`src/dq_pkg.sv`:
```
package dq_pkg;

    // element and result field widths, and the default capacity
    localparam int DATA_W       = 32;
    localparam int OCC_W        = 5;
    localparam int CAPACITY_DEF = 16;

    // operation codes carried by an input beat
    typedef enum logic [1:0] {
        OP_PUSH_BACK  = 2'd0,
        OP_PUSH_FRONT = 2'd1,
        OP_POP_BACK   = 2'd2,
        OP_POP_FRONT  = 2'd3
    } t_op;

    // command broadcast to every cell of the chain
    typedef struct packed {
        logic              en;
        t_op               op;
        logic [DATA_W-1:0] value;
    } t_cell_cmd;

endpackage

```
`src/dq_if.sv`:
```
// request channel: one operation per beat
interface dq_in_if;
    logic                              valid;
    logic                              ready;
    logic [1:0]                        op;
    logic signed [dq_pkg::DATA_W-1:0]  value;

    modport source (output valid, output op, output value, input ready);
    modport sink   (input valid, input op, input value, output ready);
endinterface

// result channel: deque state after each operation
interface dq_out_if;
    logic                              valid;
    logic                              ready;
    logic signed [dq_pkg::DATA_W-1:0]  front_value;
    logic signed [dq_pkg::DATA_W-1:0]  back_value;
    logic [dq_pkg::OCC_W-1:0]          occupancy;
    logic                              is_empty;
    logic                              failed;

    modport source (output valid, output front_value, output back_value,
                    output occupancy, output is_empty, output failed, input ready);
    modport sink   (input valid, input front_value, input back_value,
                    input occupancy, input is_empty, input failed, output ready);
endinterface

```
`src/dq_cell.sv`:
```
module dq_cell (
    input  logic                      i_clk,
    input  logic                      i_rst_n,
    input  dq_pkg::t_cell_cmd         i_cmd,
    input  logic [dq_pkg::DATA_W-1:0] i_left_data,
    input  logic                      i_left_valid,
    input  logic [dq_pkg::DATA_W-1:0] i_right_data,
    input  logic                      i_right_valid,
    output logic [dq_pkg::DATA_W-1:0] o_data,
    output logic                      o_valid,
    output logic [dq_pkg::DATA_W-1:0] o_back
);

    logic [dq_pkg::DATA_W-1:0] r_data;
    logic [dq_pkg::DATA_W-1:0] n_data;
    logic                      r_valid;
    logic                      n_valid;

    // next contents: shift toward the back, shift toward the front, or act at the tail
    always_comb begin
        n_data  = r_data;
        n_valid = r_valid;
        if (i_cmd.en) begin
            case (i_cmd.op)
                dq_pkg::OP_PUSH_FRONT: begin
                    n_data  = i_left_data;
                    n_valid = i_left_valid;
                end
                dq_pkg::OP_POP_FRONT: begin
                    n_data  = i_right_data;
                    n_valid = i_right_valid;
                end
                dq_pkg::OP_PUSH_BACK: begin
                    if (!r_valid && i_left_valid) begin
                        n_data  = i_cmd.value;
                        n_valid = 1'b1;
                    end
                end
                dq_pkg::OP_POP_BACK: begin
                    if (r_valid && !i_right_valid) begin
                        n_valid = 1'b0;
                    end
                end
                default: begin
                    n_valid = r_valid;
                end
            endcase
        end
    end

    // payload needs no reset
    always_ff @(posedge i_clk) begin
        r_data <= n_data;
    end

    always_ff @(posedge i_clk) begin
        if (!i_rst_n) begin
            r_valid <= 1'b0;
        end else begin
            r_valid <= n_valid;
        end
    end

    // this cell is the back when it holds data and its right neighbor does not
    assign o_back  = (r_valid && !i_right_valid) ? r_data : '0;
    assign o_data  = r_data;
    assign o_valid = r_valid;

endmodule

```
`src/double_ended_queue_top.sv`:
```
// double-ended queue of CAPACITY signed 32-bit elements
//
// i_in carries one operation per beat: push back, push front, pop back or
// pop front, with the value to push. o_out returns one beat per request
// with the front and back elements, the occupancy, an empty flag and a
// failed flag (push when full, pop when empty; the contents stay as they
// were). Front and back read as zero while the deque is empty.
//
// The elements sit in a chain of CAPACITY cells, front at cell 0. Pushes
// and pops at the front shift the whole chain by one cell, operations at
// the back act at the end of the occupied run. An accepted operation
// updates the chain and sets a pending flag; its result is then registered
// onto o_out once o_out can load. One request per cycle is sustained while
// o_out drains. When the receiver stalls, one operation can complete in the
// chain while the previous result waits; after that i_in.ready drops until
// o_out moves. Reset empties the deque, clears the pending flag and
// o_out.valid; with no clearing pass, requests are taken right after reset.
module double_ended_queue_top #(
    parameter int CAPACITY = dq_pkg::CAPACITY_DEF
) (
    input  logic      i_clk,
    input  logic      i_rst_n,
    dq_in_if.sink     i_in,
    dq_out_if.source  o_out
);

    localparam int CW = $clog2(CAPACITY + 1);

    dq_pkg::t_cell_cmd          cmd;
    logic [dq_pkg::DATA_W-1:0]  cell_data  [CAPACITY];
    logic [dq_pkg::DATA_W-1:0]  cell_back  [CAPACITY];
    logic [CAPACITY-1:0]        cell_valid;
    logic [dq_pkg::DATA_W-1:0]  back_sel;

    logic                       full;
    logic                       empty;
    logic                       is_push;
    logic                       fail;
    logic                       in_acc;
    logic                       can_load;

    logic [CW-1:0]              r_cnt;
    logic [CW-1:0]              n_cnt;
    logic                       r_pend;
    logic                       r_pend_fail;
    logic                       r_out_valid;
    logic [dq_pkg::DATA_W-1:0]  r_front;
    logic [dq_pkg::DATA_W-1:0]  r_back;
    logic [dq_pkg::OCC_W-1:0]   r_occ;
    logic                       r_empty;
    logic                       r_fail;
    logic [CW+dq_pkg::OCC_W-1:0] cnt_ext;

    // request decode and error check
    assign full     = cell_valid[CAPACITY-1];
    assign empty    = !cell_valid[0];
    assign is_push  = (i_in.op == dq_pkg::OP_PUSH_BACK) ||
                      (i_in.op == dq_pkg::OP_PUSH_FRONT);
    assign fail     = is_push ? full : empty;
    assign can_load = !r_out_valid || o_out.ready;
    assign i_in.ready = !r_pend || can_load;
    assign in_acc   = i_in.valid && i_in.ready;

    assign cmd.en    = in_acc && !fail;
    assign cmd.op    = dq_pkg::t_op'(i_in.op);
    assign cmd.value = i_in.value;

    // the chain: cell 0 sees the incoming value as an always-valid left neighbor
    for (genvar g = 0; g < CAPACITY; g++) begin : g_cell
        logic [dq_pkg::DATA_W-1:0] left_data;
        logic                      left_valid;
        logic [dq_pkg::DATA_W-1:0] right_data;
        logic                      right_valid;

        if (g == 0) begin : g_first
            assign left_data  = i_in.value;
            assign left_valid = 1'b1;
        end else begin : g_mid_l
            assign left_data  = cell_data[g-1];
            assign left_valid = cell_valid[g-1];
        end

        if (g == CAPACITY - 1) begin : g_last
            assign right_data  = '0;
            assign right_valid = 1'b0;
        end else begin : g_mid_r
            assign right_data  = cell_data[g+1];
            assign right_valid = cell_valid[g+1];
        end

        dq_cell u_cell (
            .i_clk         (i_clk),
            .i_rst_n       (i_rst_n),
            .i_cmd         (cmd),
            .i_left_data   (left_data),
            .i_left_valid  (left_valid),
            .i_right_data  (right_data),
            .i_right_valid (right_valid),
            .o_data        (cell_data[g]),
            .o_valid       (cell_valid[g]),
            .o_back        (cell_back[g])
        );
    end

    // at most one cell flags itself as the back
    always_comb begin
        back_sel = '0;
        for (int k = 0; k < CAPACITY; k++) begin
            back_sel = back_sel | cell_back[k];
        end
    end

    // occupancy counter
    always_comb begin
        n_cnt = r_cnt;
        if (cmd.en) begin
            if (is_push) begin
                n_cnt = r_cnt + CW'(1);
            end else begin
                n_cnt = r_cnt - CW'(1);
            end
        end
    end

    assign cnt_ext = (CW + dq_pkg::OCC_W)'(r_cnt);

    // control: counter, pending flag and output valid
    always_ff @(posedge i_clk) begin
        if (!i_rst_n) begin
            r_cnt       <= '0;
            r_pend      <= 1'b0;
            r_out_valid <= 1'b0;
        end else begin
            r_cnt <= n_cnt;
            if (in_acc) begin
                r_pend <= 1'b1;
            end else if (r_pend && can_load) begin
                r_pend <= 1'b0;
            end
            if (r_pend && can_load) begin
                r_out_valid <= 1'b1;
            end else if (o_out.ready) begin
                r_out_valid <= 1'b0;
            end
        end
    end

    // result beat, taken from the chain once the operation is in it and o_out can load
    always_ff @(posedge i_clk) begin
        if (in_acc) begin
            r_pend_fail <= fail;
        end
        if (r_pend && can_load) begin
            r_front <= cell_valid[0] ? cell_data[0] : '0;
            r_back  <= back_sel;
            r_occ   <= cnt_ext[dq_pkg::OCC_W-1:0];
            r_empty <= !cell_valid[0];
            r_fail  <= r_pend_fail;
        end
    end

    assign o_out.valid       = r_out_valid;
    assign o_out.front_value = r_front;
    assign o_out.back_value  = r_back;
    assign o_out.occupancy   = r_occ;
    assign o_out.is_empty    = r_empty;
    assign o_out.failed      = r_fail;

    // counter agrees with the number of occupied cells
    a_cnt_match: assert property (@(posedge i_clk) disable iff (!i_rst_n)
        r_cnt == CW'($countones(cell_valid)))
        else $error("occupancy counter disagrees with occupied cells");

    // occupied cells form an unbroken run from the front
    a_contiguous: assert property (@(posedge i_clk) disable iff (!i_rst_n)
        $onehot({1'b0, cell_valid} + (CAPACITY + 1)'(1)))
        else $error("gap in occupied cells");

    // a failed operation leaves the counter alone
    a_fail_hold: assert property (@(posedge i_clk) disable iff (!i_rst_n)
        (in_acc && fail) |=> $stable(r_cnt))
        else $error("failed operation changed occupancy");

    // an empty result reads zero at both ends
    a_empty_zero: assert property (@(posedge i_clk) disable iff (!i_rst_n)
        (r_out_valid && r_empty) |-> (r_front == '0 && r_back == '0))
        else $error("empty result with nonzero front or back");

    // no second result is taken from the chain while one is still unsent
    a_no_overrun: assert property (@(posedge i_clk) disable iff (!i_rst_n)
        (r_pend && r_out_valid && !o_out.ready) |=> r_pend)
        else $error("pending result dropped while output stalled");

endmodule

```
`src/flat_wrapper.sv`:
```
// flat-port wrapper written by rule: the top's interface ports become plain ports
module double_ended_queue_top_flat 
#(
    parameter int CAPACITY = dq_pkg::CAPACITY_DEF
)
  (i_clk, i_rst_n, i_in_valid, i_in_op, i_in_value, i_in_ready, o_out_valid, o_out_front_value, o_out_back_value, o_out_occupancy, o_out_is_empty, o_out_failed, o_out_ready);
  dq_in_if i_in_i ();
  dq_out_if o_out_i ();
  input  logic i_clk;
  input  logic i_rst_n;
  input wire logic [$bits(i_in_i.valid)-1:0] i_in_valid;
  input wire logic [$bits(i_in_i.op)-1:0] i_in_op;
  input wire logic [$bits(i_in_i.value)-1:0] i_in_value;
  output wire logic [$bits(i_in_i.ready)-1:0] i_in_ready;
  output wire logic [$bits(o_out_i.valid)-1:0] o_out_valid;
  output wire logic [$bits(o_out_i.front_value)-1:0] o_out_front_value;
  output wire logic [$bits(o_out_i.back_value)-1:0] o_out_back_value;
  output wire logic [$bits(o_out_i.occupancy)-1:0] o_out_occupancy;
  output wire logic [$bits(o_out_i.is_empty)-1:0] o_out_is_empty;
  output wire logic [$bits(o_out_i.failed)-1:0] o_out_failed;
  input wire logic [$bits(o_out_i.ready)-1:0] o_out_ready;
  assign i_in_i.valid = i_in_valid;
  assign i_in_i.op = i_in_op;
  assign i_in_i.value = i_in_value;
  assign i_in_ready = i_in_i.ready;
  assign o_out_valid = o_out_i.valid;
  assign o_out_front_value = o_out_i.front_value;
  assign o_out_back_value = o_out_i.back_value;
  assign o_out_occupancy = o_out_i.occupancy;
  assign o_out_is_empty = o_out_i.is_empty;
  assign o_out_failed = o_out_i.failed;
  assign o_out_i.ready = o_out_ready;
  double_ended_queue_top #(.CAPACITY(CAPACITY)) u_core (.i_clk(i_clk), .i_rst_n(i_rst_n), .i_in(i_in_i), .o_out(o_out_i));
endmodule
```
`config.mk`:
```
export PLATFORM = sky130hd
export DESIGN_NAME = double_ended_queue_top_flat
export DESIGN_NICKNAME = d
export VERILOG_FILES = /design/src/dq_pkg.sv /design/src/dq_if.sv /design/src/dq_cell.sv /design/src/double_ended_queue_top.sv /design/src/flat_wrapper.sv
export SDC_FILE = /design/constraint.sdc
export NUM_CORES = 1
export LEC_CHECK = 0
export BUFFER_PORTS_ARGS = -buffer_cell sky130_fd_sc_hd__buf_2
export CAP_MARGIN = 20
export CORE_ASPECT_RATIO = 1.2
export CORE_MARGIN = 4
export CORE_UTILIZATION = 50
export CTS_BUF_LIST = sky130_fd_sc_hd__clkbuf_16
export DETAILED_ROUTE_END_ITERATION = 12
export PLACE_DENSITY_LB_ADDON = 0.08
export SLEW_MARGIN = 15
export SYNTH_ARGS = -nofsm -noshare
export SYNTH_HDL_FRONTEND = slang
export SYNTH_HIERARCHICAL = 1
export SYNTH_SLANG_ARGS = --single-unit
export TNS_END_PERCENT = 10
```
`constraint.sdc`:
```
create_clock -name i_clk -period 5.1 [get_ports i_clk]
set_input_delay 0.255 -clock i_clk [delete_from_list [all_inputs] [get_ports i_clk]]
set_output_delay 0.255 -clock i_clk [all_outputs]
set_load 0.02 [all_outputs]
```
==> results of run 1 <==
==> registers in the layout (all words and copies together) (netlist names) <==
register                      count
u_core/g_cell.u_cell/o_data     512
u_core/g_cell.u_cell/o_valid     16
u_core/o_out.occupancy            5
u_core/o_out.valid                1
u_core/o_out.failed               1
u_core/r_cnt                      5
u_core/o_out.is_empty             1
u_core/o_out.front_value         32
u_core/r_pend_fail                1
u_core/o_out.back_value          32
u_core/r_pend                     1
==> worst max-delay path by stage <==
stage | from | end | slack, ns | cells past startpoint
finish | u_core/g_cell[15].u_cell/o_valid | u_core/g_cell[5].u_cell/o_data[15] | 2.33 | 6
global route | u_core/g_cell[0].u_cell/o_valid | u_core/g_cell[6].u_cell/o_data[1] | 2.16 | 5
CTS | u_core/g_cell[15].u_cell/o_valid | u_core/g_cell[15].u_cell/o_data[2] | 1.88 | 5
detailed placement | u_core/g_cell[15].u_cell/o_valid | u_core/g_cell[15].u_cell/o_data[14] | 1.88 | 5
global placement | u_core/g_cell[15].u_cell/o_valid | u_core/g_cell[5].u_cell/o_data[15] | 1.98 | 5
floorplan | u_core/o_out.valid | u_core/o_out.back_value[0] | 0.87 | 2
==> through the flow <==
stage / total power [W] / hold slack, ns / area [µm²] / setup WS, ns
finish: 0.0127 / 0.0452 / 38300 / 2.33
global route: 0.0133 / 0.0505 / 38300 / 2.16
CTS: 0.0128 / 0.0129 / 38200 / 1.88
detailed placement: 0.00781 / 0.439 / 36000 / 1.88
global placement: 0.00776 / 0.421 / 36000 / 1.98
floorplan: 0.00726 / 0.400 / 35400 / 0.869
==> worst register-to-register path: stages (launching register included) <==
cell and delay (ns):
dfxtp_1 0.31, buf_4 0.19, or2b_1 0.19, o2111a_2 0.46, buf_12 0.26, nand2b_1 0.14, a21oi_4 0.81
==> cell families (layout without fill, tap and decap cells) <==
kind of cell | count (synthesis) | after routing | synth area share [%]
mux | 3 | 3 | 0.0850
other cells | 2 | 39 | 0.0213
simple gates | 1377 | 1377 | 20.8
xor+xnor | 3 | 3 | 0.0744
flops | 607 | 607 | 51.0
fa+ha+maj | 100 | 100 | 3.56
buf+inv | 315 | 298 | 4.81
compound gates | 1098 | 1098 | 19.6
==> power by group through the flow <==
| stage | clock, W | sequential [W] | combinational [W] |
|---|---|---|---|
| 4_1_cts | 0.00510 | 0.00610 | 0.00163 |
| 3_5_place_dp | 0 | 0.00620 | 0.00162 |
| 2_1_floorplan | 0 | 0.00615 | 0.00111 |
| 5_1_grt | 0.00532 | 0.00613 | 0.00183 |
| 6_report | 0.00499 | 0.00610 | 0.00165 |
| 3_3_place_gp | 0 | 0.00619 | 0.00158 |
==> per-layer routing <==
| layer | routed length (µm) | track usage (%) | vias to the layer above |
|---|---|---|---|
| met2 | 43000 | 37.6 | 1132 |
| met4 | 1410 | 5.05 | 6 |
| met3 | 8990 | 4.69 | 100 |
| met5 | 48 | 0 | - |
| li1 | - | - | 12900 |
| met1 | 45800 | 39.4 | 13000 |
==> cell type report <==
type,count,area share [%]
Clock buffer,73,4.77
Antenna cell,2,0.0131
Multi-Input combinational cell,2618,41.8
Inverter,37,0.363
Sequential cell,607,47.0
Clock inverter,55,1.12
Tap cell,918,3.00
Timing Repair Buffer,133,1.93
==> repair_timing <==
action | in CTS | in global routing
hold endpoints to repair | 1 | 0
buffers inserted | 0 | 0
endpoints found under the setup margin | 0 | 0
hold buffers | 1 | 0
==> cell usage in the layout (no fill, tap or decap), drive strengths merged, types with 2 or more instances in the layout <==
cell type,count
a211oi,16
a21oi,19
a22oi,512
a32o,16
and2,545
buf,132
bufinv,7
clkbuf,73
clkinv,31
conb,37
dfxtp,23
diode,2
edfxtp,584
ha,99
inv,54
mux2i,3
nand2,548
nand2b,34
nand3b,17
nand4,33
nor2,3
nor2b,51
nor3,16
nor4,128
o21ai,513
o22ai,17
xnor2,2
==> impl_metrics.json, run 1 <==
{
  "ys_dominant_reg_cell": "edfxtp_1",
  "p_seq_share_pct": 47.9,
  "seq_area_um2": 18000,
  "dieArea_um2": 75000,
  "initial_core_util_pct": 50.5,
  "cts_sinks": 607,
  "arrival_ns": 2.99,
  "synth_top_cell_by_area": "edfxtp_1",
  "dieHeight_um": 299,
  "cp-end-kind": "flop",
  "r2r-start": "u_core/g_cell[15].u_cell/o_valid",
  "cts_buffers": 70,
  "dr.pass1.iters": 6,
  "tns_ns": 0,
  "grt_first_pass_wirelength_um": 152000,
  "hpwl_um": 74600,
  "r2r-end": "u_core/g_cell[5].u_cell/o_data[15]",
  "layout.nets": 3605,
  "yosysMostFrequentCell": "edfxtp_1",
  "max_freq_mhz": 360,
  "cp_max_fo": 38,
  "critPathKind": "flop to flop",
  "yosysSeqAreaShare_pct": 51.0,
  "tightest_slew_ns": 1.11,
  "core.rowCount": 106,
  "grt-ovfl-total": 0,
  "wl_per_cell_um": 22.3,
  "reg2reg_depth": 6,
  "synth_seq_cells": 607,
  "clk_pin_slew_worst_paths_ns": 0.06,
  "min_from": "o_out_ready",
  "finalCritPeriodShare_pct": 54.4,
  "vias": 27100,
  "hp-class": "input pin to flop",
  "antenna_left": 0,
  "synth_common_cells": "edfxtp_1 (584), nand2_1 (548), and2_1 (545)",
  "slew_headroom_pct": 25.2,
  "critPathLaunchType": "flop",
  "final_cells": 4443,
  "multiInputGateArea_um2": 16000,
  "root_buffer": "clkbuf_16",
  "ctsResizeCount": 0,
  "ys_types": 40,
  "antenna_found_initial": 10,
  "combPwrFrac_pct": 12.9,
  "synth_area_per_cell_um2": 10.1,
  "coreArea_um2": 69900,
  "dp_cells": 4311,
  "synthCells": 3505,
  "p_sw_w": 0.00341,
  "cp_num_buf_inv": 2,
  "yosysWarnings": 6,
  "clock_skew_ns": 0.0214,
  "required_ns": 5.31,
  "cts_buffer_depth": 3,
  "utilization_pct": 54.7,
  "grt_pass1_vias": 25200,
  "synthesis.area_um2": 35300,
  "die_w_um": 251,
  "drt-initial-drc-count": 2836,
  "routabilityCongestion": 0.882,
  "p_clk_share_pct": 39.2,
  "ios": 111,
  "slowest_delay_ns": 0.81,
  "rrSetupSlack_ns": 2.33,
  "worstHoldPathCells": 3,
  "drv_slew": 0,
  "crit_chain": "buf_4, or2b_1, o2111a_2, buf_12, nand2b_1, a21oi_4",
  "cap_violations": 0,
  "n_fill_cell": 6277,
  "period_needed_ns": 2.77,
  "cts_tree": "yes",
  "io_buffers": 110,
  "finalSetupViolCount": 0,
  "yosys.area.top_type_share_pct": 49.7,
  "grt_util_all_layers_pct": 25.5,
  "outcome": "finished, final reports clean",
  "synth_edf_count": 584,
  "vias_per_cell": 6.09,
  "yosys-top-cells-area": "edfxtp_1 (50%), a22oi_1 (11%), and2_1 (9.7%), o21ai_0 (7.3%), nand2_1 (5.8%)",
  "cp_top_family": "compound AO/OA/AOI/OAI gates",
  "insertion_delay_ns": 0.60,
  "swShare_pct": 26.8,
  "synth-async-reset-ratio_pct": 0,
  "crit_path_top_delay_cell": "a21oi_4",
  "drcViolationCount": 0,
  "syn2layout_area_growth_pct": 8.35,
  "drive_gt1_share_pct": 8.00,
  "ir_worst_vdd_uv": 275,
  "cts_max_level": 3,
  "holdPathEnd": "u_core/o_out.valid",
  "p_per_area_nw_per_um2": 333,
  "hold_violations": 0,
  "grt_max_degree": 70,
  "rsz0062_at_grt": "no",
  "wirelength_um": 99200,
  "p_leak_nw": 13.6,
  "intPower_w": 0.00934
}
No activity file was read; power rests on OpenSTA's default activity.
==> run 2: changes to the inputs <==
==> constraint.sdc (replaced) <==
create_clock -name i_clk -period 2.75 [get_ports i_clk]
set_input_delay 0.1375 -clock i_clk [delete_from_list [all_inputs] [get_ports i_clk]]
set_output_delay 0.1375 -clock i_clk [all_outputs]
set_load 0.02 [all_outputs]
==> impl_metrics.json, run 2 (synthesis results as in run 1) <==
{
  "outcome": "finished, final reports clean",
  "finalCritPeriodShare_pct": 90.3,
  "drive_gt1_share_pct": 9.91,
  "insertion_delay_ns": 0.61,
  "clk_pin_slew_worst_paths_ns": 0.06,
  "setup_slack_ns": 0.268,
  "required_ns": 3.12,
  "largest_reg_flops": 512,
  "core.rowCount": 106,
  "dieHeight_um": 299,
  "cts_buffers": 69,
  "io_buffers": 110,
  "coreArea_um2": 69900,
  "gr-usage-met3_pct": 7.11,
  "layout_commonest_cell": "edfxtp_1",
  "n_fill_cell": 6094,
  "grt_util_met1_pct": 43.9,
  "post_dp_cell_area_um2": 37100,
  "ctsResizeCount": 0,
  "rsz0062_at_grt": "no",
  "dp_cells": 4398,
  "post-cts-setup-buffers": 0,
  "cts_buffer_depth": 3,
  "max_freq_mhz": 403,
  "top_usage_layer": "met1",
  "period_needed_ns": 2.48,
  "grt_first_pass_wirelength_um": 169000,
  "hp-class": "input pin to flop",
  "met2_usage_pct": 42.0,
  "syn2layout_area_growth_pct": 10.9,
  "cp_max_fo": 33,
  "clock_skew_ns": 0.0186,
  "final_cells": 4521,
  "dp_slack_ns": 0.321,
  "cap_violations": 0,
  "utilization_pct": 56.0,
  "drv_slew": 0,
  "critPathKind": "flop to flop",
  "crit_path_top_delay_cell": "nor4_1",
  "routabilityCongestion": 0.874,
  "vias": 28400,
  "final_area_um2": 39200,
  "total_power_w": 0.0235,
  "dr.pass1.iters": 6,
  "cts_max_level": 3,
  "antenna_left": 0,
  "arrival_ns": 2.85,
  "grt_util_all_layers_pct": 28.7,
  "drcViolationCount": 0,
  "layout_common_cells": "edfxtp_1 (584), nand2_1 (548), and2_1 (545)",
  "die_w_um": 251,
  "slew_headroom_pct": 29.4,
  "hold_violations": 0,
  "critPathLaunchType": "flop",
  "cp-end-kind": "flop",
  "cts_sinks": 607,
  "slowest_delay_ns": 0.88,
  "p_leak_nw": 14.0,
  "grt-ovfl-total": 0,
  "cts_tree": "yes",
  "dieArea_um2": 75000,
  "initial_core_util_pct": 50.5,
  "vias_per_cell": 6.29,
  "grt_pass1_vias": 26500,
  "grt_max_degree": 72,
  "hpwl_um": 76300,
  "root_buffer": "clkbuf_16",
  "finalSetupViolCount": 0,
  "p_per_area_nw_per_um2": 599,
  "tightest_slew_ns": 1.05,
  "wirelength_um": 112000,
  "drt-initial-drc-count": 3857,
  "crit_chain": "nor2b_4, and2_1, nor4_1, nand4_1, buf_4",
  "wl_per_cell_um": 24.8,
  "antenna_found_initial": 2,
  "ios": 111,
  "ir_worst_vdd_uv": 490,
  "layout.nets": 3692
}
[run 2: per-layer routing]
metal | vias up | routed length [µm]
met3 | 97 | 12500
met4 | 4 | 1340
met1 | 13800 | 49700
met2 | 1540 | 48400
met5 | - | 93
li1 | 13000 | -
[run 2: metrics by stage]
| stage | hold WS (ns) | TNS, ns |
|---|---|---|
| after floorplan | 0.298 | -210.41 |
| after global placement | 0.403 | 0 |
| after detailed placement | 0.406 | 0 |
| after CTS | 0.0199 | 0 |
| after global routing | 0.0620 | 0 |
| final | 0.0496 | 0 |
[run 2: power by group]
group | internal (W) | switching [W]
combinational | 0.00115 | 0.00225
sequential | 0.0109 | 0.000453
clock | 0.00494 | 0.00378
total | 0.0170 | 0.00649
[run 2: area by class of cell]
type                       instances  area, µm²  area share (%)
sequential                       607      18000            45.9
clock inverter                    45        240           0.613
inverter                          37        139           0.355
clock buffer                      73       1830            4.66
multi-input combinational       2618      16000            40.8
tap                              918       1150            2.93
timing repair buffer             221       1830            4.67
antenna                            2       5.00          0.0128
[run 2: worst max-delay path: cells and delay by family, from the launching register on]
kind	cells	cell delay [ns]
DFF	1	0.53
and+or+nand+nor	4	1.52
buffers and inverters	1	0.17
[run 2: final timing paths]
| path | start | end | slack (ns) | cells past startpoint |
|---|---|---|---|---|
| max reg2reg | u_core/g_cell[5].u_cell/o_valid | u_core/o_out.back_value[5] | 0.27 | 5 |
| min | i_in_op[1] | u_core/r_pend_fail | 0.05 | 3 |
| min reg2reg | u_core/r_pend_fail | u_core/o_out.failed | 0.42 | 0 |
| max | u_core/g_cell[5].u_cell/o_valid | u_core/o_out.back_value[5] | 0.27 | 5 |
[run 2: what timing repair did]
item,CTS,global route
endpoints found under the hold margin,4,0
hold buffers,3,0
setup endpoints to repair,0,0
